<file path="config.mk">
export PLATFORM = sky130hd
export DESIGN_NAME = quadratic_congruential_histogram
export DESIGN_NICKNAME = d
export VERILOG_FILES = /design/src/sv/qch_pkg.sv /design/src/sv/quadratic_congruential_histogram.sv
export VERILOG_INCLUDE_DIRS = /design/src /design/src/sv
export SDC_FILE = /design/constraint.sdc
export NUM_CORES = 2
export LEC_CHECK = 0
export BUFFER_PORTS_ARGS = -buffer_cell sky130_fd_sc_hd__buf_2
export CORE_ASPECT_RATIO = 1.2
export CORE_MARGIN = 5
export CORE_UTILIZATION = 59
export CTS_CLUSTER_DIAMETER = 150
export CTS_CLUSTER_SIZE = 40
export DETAILED_ROUTE_END_ITERATION = 8
export PLACE_DENSITY_LB_ADDON = 0.25
export RECOVER_POWER = 50
export SLEW_MARGIN = 20
export SYNTH_ARGS = -nofsm -noshare
export SYNTH_HDL_FRONTEND = slang
export SYNTH_SLANG_ARGS = --single-unit
</file>
<file path="constraint.sdc">
create_clock -name clk -period 6.15 [get_ports clk]
set_input_delay 1.23 -clock clk [delete_from_list [all_inputs] [get_ports clk]]
set_output_delay 1.23 -clock clk [all_outputs]
set_load 0.01 [all_outputs]
</file>
<file path="src/sv/quadratic_congruential_histogram_macros.svh">
// ----------------------------------------------------------------------------
// Assertion macros for the quadratic congruential histogram
// Clocked on clk; the checked form is skipped while rst is high.
// ----------------------------------------------------------------------------
`ifndef QUADRATIC_CONGRUENTIAL_HISTOGRAM_MACROS_SVH
`define QUADRATIC_CONGRUENTIAL_HISTOGRAM_MACROS_SVH

`ifndef NO_ASSERTIONS

// Property checked outside reset.
`define QCH_ASSERT(lbl, prop, msg) \
  lbl: assert property (@(posedge clk) disable iff (rst) prop) else $error(msg);

// Property checked on every edge, reset included.
`define QCH_ASSERT_ALWAYS(lbl, prop, msg) \
  lbl: assert property (@(posedge clk) prop) else $error(msg);

`else

`define QCH_ASSERT(lbl, prop, msg)
`define QCH_ASSERT_ALWAYS(lbl, prop, msg)

`endif

`endif

</file>
<file path="src/sv/qch_pkg.sv">
// ----------------------------------------------------------------------------
// qch_pkg
// Widths, register indexes and types shared by the generator.
// ----------------------------------------------------------------------------
`default_nettype none

package qch_pkg;

  localparam int VALUE_BITS = 16;
  localparam int BINS       = 10;
  localparam int COUNT_BITS = 32;
  localparam int BIN_BITS   = 4;
  localparam int CFG_BITS   = 3;

  // Effective modulus: zero in the register means 2^VALUE_BITS.
  localparam int MOD_BITS   = VALUE_BITS + 1;
  localparam int PROD_BITS  = 2 * VALUE_BITS;
  localparam int DSQ_BITS   = 3 * VALUE_BITS;
  localparam int SUM_BITS   = DSQ_BITS + 1;
  localparam int STEP_BITS  = $clog2(SUM_BITS);
  localparam int SCALE_BITS = MOD_BITS + $clog2(BINS);

  typedef logic [VALUE_BITS-1:0] value_t;
  typedef logic [BIN_BITS-1:0]   bin_t;
  typedef logic [COUNT_BITS-1:0] count_t;
  typedef logic [CFG_BITS-1:0]   cfg_idx_t;

  localparam count_t COUNT_MAX = '1;

  // Register indexes
  localparam cfg_idx_t REG_QUAD_COEFF = 3'd0;
  localparam cfg_idx_t REG_LIN_COEFF  = 3'd1;
  localparam cfg_idx_t REG_INCREMENT  = 3'd2;
  localparam cfg_idx_t REG_MODULUS    = 3'd3;
  localparam cfg_idx_t REG_SEED       = 3'd4;

  // Reset values
  localparam value_t RST_QUAD_COEFF = 16'd12;
  localparam value_t RST_LIN_COEFF  = 16'd13;
  localparam value_t RST_INCREMENT  = 16'd35;
  localparam value_t RST_MODULUS    = 16'd1728;
  localparam value_t RST_SEED       = 16'd0;

endpackage

`default_nettype wire

</file>
<file path="src/sv/quadratic_congruential_histogram.sv">
// Sequence: an accepted input beat passes the multiply, sum, bit-serial remainder,
//   bin scan, memory read and update states before its result beat is loaded.
// Pacing: no new input beat is taken until the previous one has left the update
//   state, after the remainder loop and the single-port memory read-modify-write.
// Reset: registers return to 12, 13, 35, 1728, 0; the value and all bin
//   counts read as zero at once (per-bin valid flags, no clearing pass).
// ----------------------------------------------------------------------------
// quadratic_congruential_histogram
// Quadratic congruential generator x <- (d*x*x + a*x + c) mod m with a
// saturating hit count per decile bin, kept in a small synchronous memory.
// ----------------------------------------------------------------------------
`default_nettype none

module quadratic_congruential_histogram (
  input  wire                   clk,
  input  wire                   rst,
  // configuration write port
  input  wire                   cfg_write,
  input  wire qch_pkg::cfg_idx_t cfg_index,
  input  wire qch_pkg::value_t  cfg_data,
  // input channel
  input  wire                   in_valid,
  output logic                  in_stall,
  input  wire                   restart,
  // output channel
  output logic                  out_valid,
  input  wire                   out_stall,
  output qch_pkg::value_t       value,
  output qch_pkg::bin_t         bin,
  output qch_pkg::count_t       bin_count
);

  import qch_pkg::*;

  `include "quadratic_congruential_histogram_macros.svh"

  // Sequencer states
  localparam logic [3:0] ST_IDLE = 4'd0;
  localparam logic [3:0] ST_MUL1 = 4'd1;  // x*x and a*x
  localparam logic [3:0] ST_MUL2 = 4'd2;  // d*(x*x)
  localparam logic [3:0] ST_SUM  = 4'd3;  // d*x*x + a*x + c
  localparam logic [3:0] ST_DIV  = 4'd4;  // one remainder bit per cycle
  localparam logic [3:0] ST_BINI = 4'd5;  // set up the bin scan
  localparam logic [3:0] ST_BIN  = 4'd6;  // one bin boundary per cycle
  localparam logic [3:0] ST_RD   = 4'd7;  // memory read in flight
  localparam logic [3:0] ST_UPD  = 4'd8;  // increment, write back, emit

  // Configuration registers
  value_t quad_coeff;
  value_t lin_coeff;
  value_t increment;
  value_t modulus;
  value_t seed;

  // Control
  logic [3:0]           state;
  logic [STEP_BITS-1:0] step;
  logic [BINS-1:0]      hit_valid;

  // Datapath
  value_t                current_value;
  logic [PROD_BITS-1:0]  sq;
  logic [PROD_BITS-1:0]  ax;
  logic [DSQ_BITS-1:0]   dsq;
  logic [SUM_BITS-1:0]   dividend;
  value_t                rem;
  logic [SCALE_BITS-1:0] tx_scaled;
  logic [SCALE_BITS-1:0] bound;
  bin_t                  bin_idx;

  // Histogram memory
  count_t hist_mem [BINS];
  count_t rd_data;

  logic                  in_fire;
  logic [MOD_BITS-1:0]   mm;
  logic [MOD_BITS-1:0]   rem_sh;
  logic                  bin_hit;
  logic                  rd_en;
  logic                  emit;
  count_t                cnt_old;
  count_t                cnt_next;

  // Zero in the modulus register wraps at the full register width.
  assign mm = {(modulus == '0), modulus};

  assign in_stall = rst || (state != ST_IDLE);
  assign in_fire  = in_valid && !in_stall;

  assign rem_sh  = {rem, dividend[SUM_BITS-1]};
  assign bin_hit = (tx_scaled <= bound) || (bin_idx == BIN_BITS'(BINS - 1));
  assign rd_en   = (state == ST_BIN) && bin_hit;

  // Hold the finished count until the output register is free.
  assign emit = (state == ST_UPD) && (!out_valid || !out_stall);

  // A bin not touched since the last clear reads as zero; stop at the maximum.
  assign cnt_old  = hit_valid[bin_idx] ? rd_data : '0;
  assign cnt_next = (cnt_old == COUNT_MAX) ? cnt_old : cnt_old + 1'b1;

  // --------------------------------------------------------------------------
  // Configuration registers
  // --------------------------------------------------------------------------
  always_ff @(posedge clk) begin
    if (rst) begin
      quad_coeff <= RST_QUAD_COEFF;
      lin_coeff  <= RST_LIN_COEFF;
      increment  <= RST_INCREMENT;
      modulus    <= RST_MODULUS;
      seed       <= RST_SEED;
    end else if (cfg_write) begin
      case (cfg_index)
        REG_QUAD_COEFF: quad_coeff <= cfg_data;
        REG_LIN_COEFF:  lin_coeff  <= cfg_data;
        REG_INCREMENT:  increment  <= cfg_data;
        REG_MODULUS:    modulus    <= cfg_data;
        REG_SEED:       seed       <= cfg_data;
        default: ;  // drop writes beyond the register list
      endcase
    end
  end

  // --------------------------------------------------------------------------
  // Sequencer and control state
  // --------------------------------------------------------------------------
  always_ff @(posedge clk) begin
    if (rst) begin
      state         <= ST_IDLE;
      step          <= '0;
      hit_valid     <= '0;
      current_value <= '0;
      out_valid     <= 1'b0;
    end else begin
      // Load a new result beat, or retire the waiting one once taken.
      if (emit) begin
        out_valid <= 1'b1;
      end else if (out_valid && !out_stall) begin
        out_valid <= 1'b0;
      end
      case (state)
        ST_IDLE: begin
          if (in_fire) begin
            // Restart: reload the seed, and invalidate every bin at once.
            if (restart) begin
              current_value <= seed;
              hit_valid     <= '0;
            end
            state <= ST_MUL1;
          end
        end
        ST_MUL1: state <= ST_MUL2;
        ST_MUL2: state <= ST_SUM;
        ST_SUM: begin
          step  <= STEP_BITS'(SUM_BITS - 1);
          state <= ST_DIV;
        end
        ST_DIV: begin
          if (step == '0) begin
            state <= ST_BINI;
          end else begin
            step <= step - 1'b1;
          end
        end
        ST_BINI: state <= ST_BIN;
        ST_BIN: begin
          if (bin_hit) begin
            state <= ST_RD;
          end
        end
        ST_RD: state <= ST_UPD;
        ST_UPD: begin
          if (emit) begin
            hit_valid[bin_idx] <= 1'b1;
            current_value      <= rem;
            state              <= ST_IDLE;
          end
        end
        default: state <= ST_IDLE;
      endcase
    end
  end

  // --------------------------------------------------------------------------
  // Arithmetic datapath (no reset)
  // --------------------------------------------------------------------------
  always_ff @(posedge clk) begin
    case (state)
      ST_MUL1: begin
        sq <= PROD_BITS'(current_value) * PROD_BITS'(current_value);
        ax <= PROD_BITS'(lin_coeff) * PROD_BITS'(current_value);
      end
      ST_MUL2: begin
        dsq <= DSQ_BITS'(quad_coeff) * DSQ_BITS'(sq);
      end
      ST_SUM: begin
        dividend <= SUM_BITS'(dsq) + SUM_BITS'(ax) + SUM_BITS'(increment);
        rem      <= '0;
      end
      ST_DIV: begin
        // Restoring remainder: shift in one dividend bit, subtract if it fits.
        if (rem_sh >= mm) begin
          rem <= VALUE_BITS'(rem_sh - mm);
        end else begin
          rem <= rem_sh[VALUE_BITS-1:0];
        end
        dividend <= dividend << 1;
      end
      ST_BINI: begin
        tx_scaled <= SCALE_BITS'(rem) * SCALE_BITS'(BINS);
        bound     <= SCALE_BITS'(mm);
        bin_idx   <= '0;
      end
      ST_BIN: begin
        // Advance to the next boundary j*m until BINS*x fits under it.
        if (!bin_hit) begin
          bound   <= bound + SCALE_BITS'(mm);
          bin_idx <= bin_idx + 1'b1;
        end
      end
      default: ;
    endcase
  end

  // Result register
  always_ff @(posedge clk) begin
    if (emit) begin
      value     <= rem;
      bin       <= bin_idx;
      bin_count <= cnt_next;
    end
  end

  // --------------------------------------------------------------------------
  // Histogram memory: one port, registered read
  // --------------------------------------------------------------------------
  always_ff @(posedge clk) begin
    if (rd_en) begin
      rd_data <= hist_mem[bin_idx];
    end
    if (emit) begin
      hist_mem[bin_idx] <= cnt_next;
    end
  end

  // --------------------------------------------------------------------------
  // Assertions
  // --------------------------------------------------------------------------
  `QCH_ASSERT(a_rem_below_mod, (state == ST_DIV) |-> ({1'b0, rem} < mm), "remainder reached modulus")
  `QCH_ASSERT(a_out_in_range, out_valid |-> (bin <= BIN_BITS'(BINS - 1)) && ({1'b0, value} < mm), "result out of range")
  `QCH_ASSERT(a_count_nonzero, $rose(out_valid) |-> (bin_count != '0), "emitted a zero bin count")
  `QCH_ASSERT_ALWAYS(a_idle_after_reset, rst |=> (state == ST_IDLE) && !out_valid, "busy after reset")

endmodule

`default_nettype wire

</file>
# --- Yosys cells after proc, flatten, opt, wreduce, memory -nomap -nowiden ---
# Memory sizes are Yosys's and may differ from the RTL's. A register that Yosys moved wholly into a read port is not among the register bits.
# Cells that the tools add are included.
word_totals:
  reg_bits: 390
  latchBits: 0
  ramBits: 320
  rom_bits: 0
  input_bits: 25
  output_inout_bits: 54
  elab_cells: 120
  memories: 1
memory_table:
  columns: ["memory", "depth", "width", "rd", "rd_ports_with_merged_regs", "wr", "line", "source"]
  rows:
  - ["hist_mem", 10, 32, 1, 1, 1, "quadratic_congruential_histogram.sv:72", "count_t hist_mem [BINS];"]
op_classes:
  n_addsub: 7
  mul: 4
  div: 0
  n_lt_le_gt_ge: 4
  n_eq_ne: 21
  n_shift: 0
  mux: 32
  bitwise_logic: 1
  reduce_logical: 29
ops:
  columns: ["cell", "n"]
  rows:
  - ["$pmux 49 s2", 1]
  - ["$mul 16x16->32", 2]
  - ["$mux 16", 4]
  - ["$mux 32", 2]
  - ["$pmux 16 s2", 2]
  - ["$add 48x32->49", 1]
  - ["$add 49x16->49", 1]
  - ["$mul 16x32->48", 1]
  - ["$pmux 21 s2", 1]
  - ["$pmux 4 s9", 1]
  - ["$add 32x1->32 const B", 1]
  - ["$eq 32x32->1 const B", 1]
  - ["$mux 10", 3]
  - ["$add 21x17->21", 1]
  - ["$le 20x21->1", 1]
  - ["$mux 21", 1]
  - ["$mux 4", 5]
  - ["$pmux 10 s2", 1]
  - ["$mul 16x3->19 const B", 1]
  - ["$ge 17x17->1", 1]
  - ["$eq 4x3->1 const B", 4]
  - ["$logic_not 16->1", 1]
  - ["$sub 16x16->16", 1]
  - ["$ne 2x2->1 const B", 7]
  - ["other kinds (27)", 53]

# --- Longest topological paths before layout ---
depth:
  word_depth: 7
  mapped_depth: 27
  mapped_depth_nobuf: 25

# --- Least setup slack after synthesis ---
# No wires, ideal clock.
synth_path:
  kind: "reg2reg"
  from: "register current_value[2]"
  to: "register sq[28], data pin"
  setup_ns: 0.272
  arrival_time_ns: 6.465
  required_ns: 5.878
  slack_ns: -0.587
  stages_incl_launch_ff: 26
  path_buffers: 2
  period_less_slack_ns: 6.737
  path_cell_list: "dfxtp_1 clkbuf_1 clkbuf_1 nand2_1 fa_1 inv_1 fa_1 inv_1 fa_1 inv_1 fa_1 inv_1 fa_1 fa_1 inv_1 ha_1 a21o_1 a21o_1 a21o_1 a21o_1 a21oi_1 o21ai_0 a21o_1 a41oi_1 nor4_1 or4b_1"
synth_via:
  elab_chain_len: 1
synth_rtl:
  columns: ["item", "line", "source"]
  rows:
  - ["start: declaration", "quadratic_congruential_histogram.sv:61", "value_t current_value;"]
  - ["start signal: assignment", "quadratic_congruential_histogram.sv:174", "current_value <= rem;"]
  - ["$mul 16x16->32", "quadratic_congruential_histogram.sv:189", "sq <= PROD_BITS'(current_value) * PROD_BITS'(current_value);"]
  - ["end signal: assignment", "quadratic_congruential_histogram.sv:189", null]
  - ["end: declaration", "quadratic_congruential_histogram.sv:62", "logic [PROD_BITS-1:0] sq;"]
# Every way passes these cells.
# A chain may end at the register's enable or synchronous reset.

# --- Final worst setup path ---
layout_path:
  from: "register sq[9]"
  to: "register dsq[42], data pin"
layout_via:
  elab_chain_len: 1
layout_rtl:
  columns: ["item", "line", "source"]
  rows:
  - ["$mul 16x32->48", "quadratic_congruential_histogram.sv:193", "dsq <= DSQ_BITS'(quad_coeff) * DSQ_BITS'(sq);"]
  - ["end signal: assignment", "quadratic_congruential_histogram.sv:193", null]
  - ["end: declaration", "quadratic_congruential_histogram.sv:64", "logic [DSQ_BITS-1:0] dsq;"]
# Every way passes these cells.

==> summary.txt <==
Finish
  • Ratio of cells with drive above 1 in the final layout: approximately 14%
  • Fin nets: approximately 7700
  • Most common cell after layout, fill and taps aside: inv_1
  • Post-Layout Cell Count: around 7900
  • Most frequent cells in the layout: inv_1, nand2_1, fa_1, edfxtp_1, ha_1
  • Synth-to-Final Area Change: 12.1%

Timing
  • Max-slew violations: ~650
  • Peak Freq: around 160 MHz
  • Final setup margin: -0.161 ns
  • Tightest Pin Transition: 4.31 ns
  • Slew headroom: -188%
  • Endpoints failing hold: 0
  • RSZ-0062 raised after global routing: true
  • Final period util: 103%
  • Setup-failing EPs final: 15
  • Clock skew: about 0.038 ns
  • Hold Slack: around 0.47 ns
  • Minimum clock period: between 6 and 7 ns

Drt
  • Total wire length: around 150000 um
  • First-pass DRT Iterations: 6
  • WL/cell: ~20 um
  • 1st-iter DRT viols: between 3000 and 4000
  • Vias per cell: 5.70
  • Vias: 44738
  • ANT nets after route: 0
  • # DRC: 0

Global route
  • Met3 Use GR: 2.39%
  • GR peak layer: met2
  • Tot GR Track Use: 26.6%
  • Global-route wire length before repair: roughly 250000 um
  • Largest net degree at the start of global routing: roughly 100
  • Antenna violations before repair: 2
  • Met2 Track Usage GR: between 40% and 50%
  • Total global routing overflow: 0
  • Met1 Track Usage GR: roughly a third
  • Vias in the first global route: 47023

Placed design
  • Placed cells: between 7000 and 8000
  • Port Buffers: between 70 and 80
  • GP Congestion: approximately 0.90
  • DP Wirelength: roughly 120000 um

Synthesis
  • Post-Syn Area: roughly 0.064 sq mm
  • YS warnings: 0
  • Syn Area/Cell: roughly 11 sq um
  • Post-Synthesis Cells: 6064
  • Distinct cells, synth: roughly 80
  • EDFF count, synth: around 620
  • Ys flop type: edfxtp_1
  • FFs w/ async S/R, synth: 0%
  • Sequential area share after synthesis: about a third
  • Post-synthesis register bit count: around 740

Status
  • Status: finished, violations left
  • Failing checks: max-capacitance violations, max-slew violations, negative setup slack

Floorplan
  • Initial Util: 59.4%
  • Std-Cell Rows: approximately 130
  • Die height: 371 um
  • Core area: 0.108 sq mm
  • Die ar.: between 0.1 and 0.15 sq mm
  • Die width: 311 um
  • Top-Level Pins: about 80

CTS
  • Total CTS buffers: 23
  • CTS tree: done
  • CTS root buf: clkbuf_16
  • Clk Latency, worst-skew pair: ~0.67 ns
  • Clock Sink Count: between 700 and 800
  • Maximum root-to-sink buffer count: 3
  • CTS H-tree depth: 1
  • CTS Hold Buffers Added: 0
  • Clock-pin slew on the worst setup and hold paths: 0.15 ns

Pwr
  • Pwr dens: approximately 410 mW/mm^2
  • Leak: 31.7 nW
  • Peak supply drop: ~0.00058 V

Setup path
  • WP data required: about 6.6 ns
  • Crit path max-delay family: adder cells
  • Largest fanout on the critical path: 8
  • Crit path max-delay cell type: fa_1
  • WS Path Type: reg -> reg
  • Buf/Inv on CP: 8
  • CP cell instances: buf_6 -> buf_6 -> and2_4 -> fa_1 -> fa_1 -> fa_2 -> fa_2 -> fa_1 -> inv_1 -> fa_1 -> inv_2 -> ha_4 -> buf_6 -> nand4_1 -> inv_1 -> o21ai_2 -> o211ai_1 -> a31oi_1 -> buf_4 -> o21ai_4 -> a21oi_2 -> a211o_1 -> buf_6 -> xnor2_1
  • Critical path data arrival time: between 6 and 7 ns
  • CP max stage delay: between 0.5 and 0.6 ns
  • Crit start category: register
  • CP Capture Type: register

Flow run
  • Max_cap viols: 16

Hold path
  • Min-Delay Path Class: reg -> reg
## power by group
group          total, mW  internal, mW  leakage, nW  switching (mW)
logic               19.6          8.97         24.7            10.6
registers           7.48          6.90         6.70           0.585
clock network       2.32         0.753        0.341            1.56
total               29.4          16.6         31.7            12.8
## logic make-up (layout without fill, tap and decap cells)
logic type,after synthesis,count (layout),synth area share (%)
AND/OR/NAND/NOR,1749,1749,12.9
flip-flops,741,741,32.9
AO/OA/AOI/OAI,713,713,6.97
adder cells (fa/ha/maj),1250,1250,33.6
buffers and inverters,1263,1636,7.42
other,2,10,0.0117
multiplexers,126,126,3.23
XOR/XNOR,220,220,3.00
## tightest hold or removal path: stages (launching register included)
cell and delay (ns):
dfxtp_1 0.34, nand2_1 0.05, a21oi_1 0.05
## repair_timing
item / CTS / global route
setup endpoints to repair: 41 / 48
gates cloned: 1 / 2
setup buffers: 49 / 39
gates resized for setup: 173 / 200
pin swaps: 81 / 122
## state kept, by name, indices dropped and copies added, names as in the netlist, 19 cells and up
name       count
bin_count     32
sq            31
bound         21
dsq           48
ax            32
dividend      49
tx_scaled     19
hist_mem     320
rd_data       32
## metal layers
layer,routed length (um),share of wire [%]
met3,7450,4.8
met1,61000,39
met2,79200,51
met4,7040,4.5
met5,0,0
## area by class of cell
| cell class | instances | area, sq um |
|---|---|---|
| timing repair buffer | 601 | 5010 |
| sequential | 741 | 21100 |
| tap | 1407 | 1760 |
| clock buffer | 37 | 628 |
| inverter | 993 | 3740 |
| antenna | 2 | 5.00 |
| clock inverter | 5 | 85.1 |
| fill | 8176 | 36100 |
| multi-input combinational | 4066 | 39500 |
## metrics by stage
| stage | total power, mW | setup TNS [ns] | utilization, % | instance area, sq um | setup slack, ns |
|---|---|---|---|---|---|
| 6_report | 29.4 | -0.993 | 66.6 | 71900 | -0.161 |
| 5_1_grt | 31.8 | -7.26 | 66.6 | 71900 | -0.379 |
| 4_1_cts | 28.3 | -0.884 | 65.7 | 71000 | -0.177 |
| 3_5_place_dp | 24.9 | -11.22 | 64.1 | 69200 | -0.592 |
| 3_3_place_gp | 24.5 | -9.18 | 64.1 | 69200 | -0.522 |
| 2_1_floorplan | 18.6 | -0.0414 | - | 64300 | -0.0414 |
## path summary, 6_finish.rpt
| path | endpoint | startpoint | depth (start not counted) | slack (ns) |
|---|---|---|---|---|
| min reg2reg | seed[10] | seed[10] | 2 | 0.47 |
| max | dsq[42] | sq[9] | 24 | -0.16 |
| max reg2reg | dsq[42] | sq[9] | 24 | -0.16 |
| min | seed[10] | seed[10] | 2 | 0.47 |
## cell usage after synthesis (all sizes together), types with 19 or more instances
library cell / count / area [sq um]
and3: 35 / 219
a311oi: 19 / 166
and2: 353 / 2210
o21ai: 114 / 571
nor3: 36 / 180
a211oi: 56 / 420
a21o: 100 / 751
o21bai: 24 / 180
a31oi: 23 / 144
nand3: 53 / 265
a21oi: 282 / 1410
edfxtp: 624 / 18700
xnor2: 139 / 1220
mux4: 64 / 1440
nor2: 226 / 851
ha: 461 / 5770
nand4: 35 / 219
xor2: 81 / 709
mux2i: 56 / 561
nor2b: 67 / 419
nand2b: 20 / 125
buf: 20 / 93.8
nand2: 847 / 3180
clkbuf: 250 / 938
dfxtp: 117 / 2340
fa: 789 / 15800
inv: 993 / 3730
No activity file was read; power rests on OpenSTA's default activity.
